[src/rtl/core/rtri_pkg.sv]
// Shared types and constants for the 2D range trilateration block.
`default_nettype none

package rtri_pkg;

    // Divider geometry: remainder, left-aligned low numerator bits, step count
    localparam int DivRemW  = 40;
    localparam int DivLowW  = 41;
    localparam int DivStepW = 6;

    // Square root geometry
    localparam int SqrtInW  = 64;
    localparam int SqrtOutW = 32;

    // Correction magnitude cap, 2^40
    localparam logic [DivLowW-1:0] CORR_CAP = 41'h100_0000_0000;

    // Result status codes
    localparam logic [1:0] STATUS_OK       = 2'd0;
    localparam logic [1:0] STATUS_SHORT    = 2'd1;
    localparam logic [1:0] STATUS_SINGULAR = 2'd2;

    // Configuration register indexes
    localparam logic [2:0] CFG_ANCHOR_A_X  = 3'd0;
    localparam logic [2:0] CFG_ANCHOR_A_Y  = 3'd1;
    localparam logic [2:0] CFG_ANCHOR_B_X  = 3'd2;
    localparam logic [2:0] CFG_ANCHOR_B_Y  = 3'd3;
    localparam logic [2:0] CFG_ANCHOR_C_X  = 3'd4;
    localparam logic [2:0] CFG_ANCHOR_C_Y  = 3'd5;
    localparam logic [2:0] CFG_HEIGHT_OFFS = 3'd6;

    typedef struct packed {
        logic                start;
        logic [DivStepW-1:0] steps;
        logic [DivRemW-1:0]  rem_init;
        logic [DivLowW-1:0]  num_low;
        logic [DivRemW-1:0]  den;
    } div_req_t;

    typedef struct packed {
        logic               done;
        logic               ovf;
        logic [DivLowW-1:0] quot;
    } div_rsp_t;

    typedef struct packed {
        logic               start;
        logic [SqrtInW-1:0] radicand;
    } sqrt_req_t;

    typedef struct packed {
        logic                done;
        logic [SqrtOutW-1:0] root;
    } sqrt_rsp_t;

endpackage

`default_nettype wire

[src/rtl/core/rtri_div.sv]
// Restoring bit-serial unsigned divider with a start-up overflow check.
`default_nettype none

module rtri_div
    import rtri_pkg::*;
(
    input  wire logic     clk,
    input  wire logic     rst_n,
    input  wire div_req_t req,
    output div_rsp_t      rsp
);

    logic                busy_reg, busy_next;
    logic                done_reg, done_next;
    logic [DivStepW-1:0] cnt_reg, cnt_next;
    logic [DivRemW-1:0]  rem_reg;
    logic [DivLowW-1:0]  low_reg;
    logic [DivRemW-1:0]  den_reg;
    logic [DivLowW-1:0]  quot_reg;
    logic                ovf_reg;
    logic [DivRemW:0]    trial;
    logic [DivRemW:0]    diff;
    logic                fits;

    // one quotient bit per step
    always_comb
    begin
        trial = {rem_reg, low_reg[DivLowW-1]};
        diff  = trial - {1'b0, den_reg};
        fits  = (trial >= {1'b0, den_reg});
    end

    // control
    always_comb
    begin
        busy_next = busy_reg;
        done_next = 1'b0;
        cnt_next  = cnt_reg;
        if (req.start)
        begin
            busy_next = 1'b1;
            cnt_next  = req.steps;
        end
        else if (busy_reg)
        begin
            cnt_next = cnt_reg - 1'b1;
            if (cnt_reg == DivStepW'(1))
            begin
                busy_next = 1'b0;
                done_next = 1'b1;
            end
        end
    end

    always_ff @(posedge clk or negedge rst_n)
    begin
        if (!rst_n)
        begin
            busy_reg <= 1'b0;
            done_reg <= 1'b0;
            cnt_reg  <= '0;
        end
        else
        begin
            busy_reg <= busy_next;
            done_reg <= done_next;
            cnt_reg  <= cnt_next;
        end
    end

    // datapath; remainder at start must be below the divisor or the quotient overflows
    always_ff @(posedge clk)
    begin
        if (req.start)
        begin
            rem_reg  <= req.rem_init;
            low_reg  <= req.num_low;
            den_reg  <= req.den;
            quot_reg <= '0;
            ovf_reg  <= (req.rem_init >= req.den);
        end
        else if (busy_reg)
        begin
            rem_reg  <= fits ? diff[DivRemW-1:0] : trial[DivRemW-1:0];
            low_reg  <= low_reg << 1;
            quot_reg <= {quot_reg[DivLowW-2:0], fits};
        end
    end

    assign rsp.done = done_reg;
    assign rsp.ovf  = ovf_reg;
    assign rsp.quot = quot_reg;

endmodule

`default_nettype wire

[config.mk]
export PLATFORM = sky130hd
export DESIGN_NAME = rtri_div
export DESIGN_NICKNAME = d
export VERILOG_FILES = /design/src/rtl/core/rtri_pkg.sv /design/src/rtl/core/rtri_div.sv
export SDC_FILE = /design/constraint.sdc
export NUM_CORES = 1
export LEC_CHECK = 0
export BUFFER_PORTS_ARGS = -buffer_cell sky130_fd_sc_hd__buf_2
export CORE_MARGIN = 2
export CORE_UTILIZATION = 50
export DETAILED_ROUTE_END_ITERATION = 12
export PLACE_DENSITY = 0.68
export SLEW_MARGIN = 20
export SYNTH_ARGS = -nofsm -noshare
export SYNTH_HDL_FRONTEND = slang
export SYNTH_SLANG_ARGS = --single-unit
[constraint.sdc]
create_clock -name clk -period 4.9 [get_ports clk]
set_clock_uncertainty 0.2 [all_clocks]
set_input_delay 1.225 -clock clk [delete_from_list [all_inputs] [get_ports clk]]
set_output_delay 1.225 -clock clk [all_outputs]
set_load 0.02 [all_outputs]
== Yosys cells after proc, flatten, opt, wreduce, memory -nomap -nowiden ==
Cells that the tools add are included.
Storage, ports and cells
  register bits after elaboration: 171
  bits of input ports: 130
  output and inout bits: 43
  logic and storage cells: 27
Operators by class
  add/subtract/negate cells: 2
  magnitude comparators: 2
  equality and inequality tests: 1
  mux-type cells: 13
  reductions and logical operators: 1
Operators with widths (number)
  2-to-1 mux 40 bit: 3
  2-to-1 mux 41 bit: 2
  greater-or-equal comparator 41 x 40 -> 1 bit: 1
  greater-or-equal comparator 40 bit: 1
  subtractor 40 bit: 1
  2-to-1 mux 6 bit: 2
  equality test 6 x 1 -> 1 bit (second input constant): 1
  2-to-1 mux 1 bit: 6
  subtractor 6 x 1 -> 6 bit (second input constant): 1
  nonzero test 2 bit: 1

== Depth between registers and ports, before layout ==
  word-level depth: 4
  gate-level depth with buffers: 14
  depth with buffers taken out: 12

== Worst setup path before layout ==
OpenSTA, ideal clock, no wires.
  path kind: input to register
  start point: in req[127] (netlist bit)
  end point: reg low_reg[0] (enable)
  library setup time: 0.435 ns
  arrival: 3.407 ns
  required time: 4.265 ns
  path slack: 0.859 ns
  stages: 4
  buffers on the path: 2
  path through: clkbuf_1 > clkbuf_1 > nor2_1 > inv_1
Between the ends
  word-level cells in the longest chain between the ends: 1
Ends and longest elaborated chain
  start: declaration: line rtri_div.sv:9  | input wire div_req_t req,
  nonzero test 2 bit (no source line)
  end signal: assignment: line rtri_div.sv:77  | low_reg <= req.num_low;
  end signal: assignment: line rtri_div.sv:85  | low_reg <= low_reg << 1;
  end: declaration: line rtri_div.sv:17  | logic [DivLowW-1:0] low_reg;
Every way passes these cells.
A chain may end at the register's enable or synchronous reset.

== Final worst setup path ==
  start point: reg rem_reg[1]
  end point: reg rem_reg[5] (data pin)
Between the ends
  word-level cells in the longest chain between the ends: 4
  elaborated cells on any way between the ends: 5
  classes of those cells: add/sub: 1; order compare: 1; mux: 3
Ends and longest elaborated chain
  start: declaration: line rtri_div.sv:16  | logic [DivRemW-1:0] rem_reg;
  start signal: assignment: line rtri_div.sv:76  | rem_reg <= req.rem_init;
  start signal: assignment: line rtri_div.sv:84  | rem_reg <= fits ? diff[DivRemW-1:0] : trial[DivRemW-1:0];
  subtractor 40 bit / greater-or-equal comparator 41 x 40 -> 1 bit (equally long branches): line rtri_div.sv:29, rtri_div.sv:30
  2-to-1 mux 40 bit (*): line rtri_div.sv:84
  2-to-1 mux 40 bit (*): line rtri_div.sv:82  | else if (busy_reg)
  2-to-1 mux 40 bit (*): line rtri_div.sv:74  | if (req.start)
Mark *: on every way between the ends. The rest lies on a longest branch, timed or not. The select of a mux whose other input is x is not followed.

==> results.json <==
{
  "place.gp.congestion": 0.902,
  "drt_iter0_drc": 477,
  "antenna_found_initial": 1,
  "ys_types": 59,
  "path_clk_slew_ps": 80,
  "yosys-top-cells-area": "edfxtp_1, ha_1, dfxtp_1, mux2i_1, mux2_2",
  "drtPass1Iterations": 5,
  "peakVddDrop_mv": 0.271,
  "antennaDiodeCount": 0,
  "grt_pass1_wl_um": 37700,
  "dp_hpwl_um": 17400,
  "syn_nets": 1208,
  "worst_path_largest_cell_delay_ps": 400,
  "slowest_stage": "edfxtp_1",
  "clkSinkCount": 171,
  "ys.flop_type": "edfxtp_1",
  "drc_errors": 0,
  "cts-root-buf": "clkbuf_16",
  "synth_area_leader_cell": "edfxtp_1",
  "period_share_pct": 73.9,
  "gr-usage-all-layers_pct": 21.8,
  "worst_pin_slew_ps": 723,
  "maxCapViolations": 0,
  "cts_tree": "built",
  "run_status": "completed",
  "grt_max_degree": 53,
  "arrival_ps": 3600,
  "grt_pass1_vias": 7590,
  "maxSlewViolCount": 0,
  "yosys_warnings": 0,
  "htreeDepth": 4,
  "setup_violations": 0,
  "total_leakage_power_uw": 0.00582,
  "synth_edf_count": 122,
  "avgSynthCellArea_um2": 10.3,
  "rows": 52,
  "mostFrequentLayoutCells": "buf_2, edfxtp_1, nor2_1, inv_1, ha_1",
  "wire_per_inst_um": 16.3,
  "totalNegativeSetupSlack_ps": 0,
  "cp-end-kind": "flop",
  "final_hold_viol_count": 0,
  "dieArea_um2": 21700,
  "start_util_pct": 50.9,
  "async_flop_share_pct": 4.68,
  "die_w_um": 147,
  "fmax_ghz": 0.276,
  "slew_headroom_pct": 51.8,
  "ys_ff_latch": 171,
  "design.core.area_um2": 20200,
  "die_h_um": 147,
  "power_density_nw_per_um2": 517,
  "vias": 7839,
  "critical_path.max_fanout": 15,
  "numCtsBuffers": 17,
  "syn_inst": 995,
  "drive_above_1_share_pct": 23.5,
  "ys_seq_area_share_pct": 45.6,
  "nets": 1373,
  "place_inst": 1411,
  "ant_nets": 0,
  "dp_slack_ps": 946,
  "io_buffer_count": 172,
  "path_class": "flop to flop",
  "cts.path.max_buffers": 2,
  "cts_setup_buffers": 0,
  "post_cts_resize_count": 0,
  "vias_per_cell": 5.43,
  "crit_chain": "ha_1 > nor2_1 > a211oi_1 > o211ai_1 > a21oi_1 > o21ai_1 > o21bai_2 > a31o_2 > buf_4 > mux2i_1 > a21oi_1",
  "rsz0062_at_grt": "no",
  "final_common_cell": "buf_2",
  "grt-ovfl-total": 0,
  "synthesis.area_um2": 10300,
  "fin_total_pwr_uw": 6210,
  "fin_crit_ps": 3620,
  "setup_ws_ps": 1280,
  "worst_skew_pair.late_latency_ps": 440,
  "hold_class": "flop to flop",
  "ctsHoldBuffers": 0,
  "stdcell_count": 1443,
  "synth_top_area_share_pct": 35.7,
  "required_ps": 4880,
  "cp-start-kind": "flop",
  "ios": 173,
  "syn2layout_area_growth_pct": 17.0,
  "wl_um": 23500,
  "crit_top_cell": "a21oi_1"
}
critical path, delay by kind of cell, from the launching register on:
kind | cells | cell delay [ps]
AO/OA/AOI/OAI | 7 | 1670
flip-flops | 1 | 400
adder cells (fa/ha/maj) | 1 | 390
buffers and inverters | 1 | 350
multiplexers | 1 | 270
AND/OR/NAND/NOR | 1 | 60
per-stage QoR:
step | hold WS [ps] | cell area [um2] | util (%)
finish | 303 | 12000 | 59.6
global route | 326 | 12000 | 59.6
CTS | 305 | 12000 | 59.6
detailed placement | 284 | 11400 | 56.5
global placement | 274 | 11400 | 56.5
floorplan | 325 | 10300 | -
cell type report:
cell class              count  area (um2)
fillers                  1770        8150
multi-input cells         695        5060
repair buffers            182         951
clock inverters            15         201
well taps                 270         338
clock buffers              17         425
inverters                  93         349
flip-flops and latches    171        4690
path summary, 6_finish.rpt:
path / slack, ps / startpoint / end / depth (start not counted)
worst max-delay path: 1280 / rem_reg[1]$_DFFE_PP_ / rem_reg[5]$_DFFE_PP_ / 11
worst min-delay path: 300 / quot_reg[40]$_SDFFE_PP0P_ / quot_reg[40]$_SDFFE_PP0P_ / 2
worst max register to register: 1280 / rem_reg[1]$_DFFE_PP_ / rem_reg[5]$_DFFE_PP_ / 11
worst min register to register: 300 / quot_reg[40]$_SDFFE_PP0P_ / quot_reg[40]$_SDFFE_PP0P_ / 2
max in group asynchronous: 3900 / rst_n / busy_reg$_DFF_PN0_ / 1
min in group asynchronous: 410 / rst_n / cnt_reg[5]$_DFFE_PN0P_ / 1
report_power, final:
group          leakage, uW  total (uW)  internal, uW  switching [uW]
clock network     0.000302        1420           710             706
logic              0.00385        2780          1210            1570
registers          0.00168        2010          1880             134
total              0.00582        6210          3800            2410
layer usage:
metal	global-route usage, %	share of wire [%]
met4	5.72	0.99
met2	35.3	47
met1	29.7	46
met5	0	0.047
met3	4.91	6.1
cells in the mapped netlist, types with 3 or more instances:
library cell / n
edfxtp_1: 122
nor2_1: 101
inv_1: 93
ha_1: 82
a21oi_1: 81
mux2i_1: 70
nand2_1: 60
mux2_2: 43
o21ai_0: 42
dfxtp_1: 41
a21o_1: 33
xnor2_1: 23
clkbuf_1: 15
nand4_1: 15
nor3_1: 14
xor2_1: 13
buf_1: 12
nor2b_1: 11
nand2b_1: 10
and3_1: 8
dfrtp_1: 8
nand3_1: 8
a221oi_1: 6
a31oi_1: 6
a211oi_1: 5
a31o_2: 5
and2_1: 5
o21a_1: 5
nor4_1: 4
o21bai_1: 4
a2bb2oi_1: 3
buf_2: 3
buf_4: 3
buf_6: 3
o211ai_1: 3
cells by family (layout without fill, tap and decap cells):
family          count (synthesis)  count (layout)  synth area share (%)
fa+ha+maj                      83              83                  10.2
buf+inv                       129             307                  5.08
flops                         171             171                  45.6
compound gates                219             219                  13.7
simple gates                  244             244                  10.8
mux                           113             113                  11.5
xor+xnor                       36              36                  3.07
No activity file was read; power rests on OpenSTA's default activity.
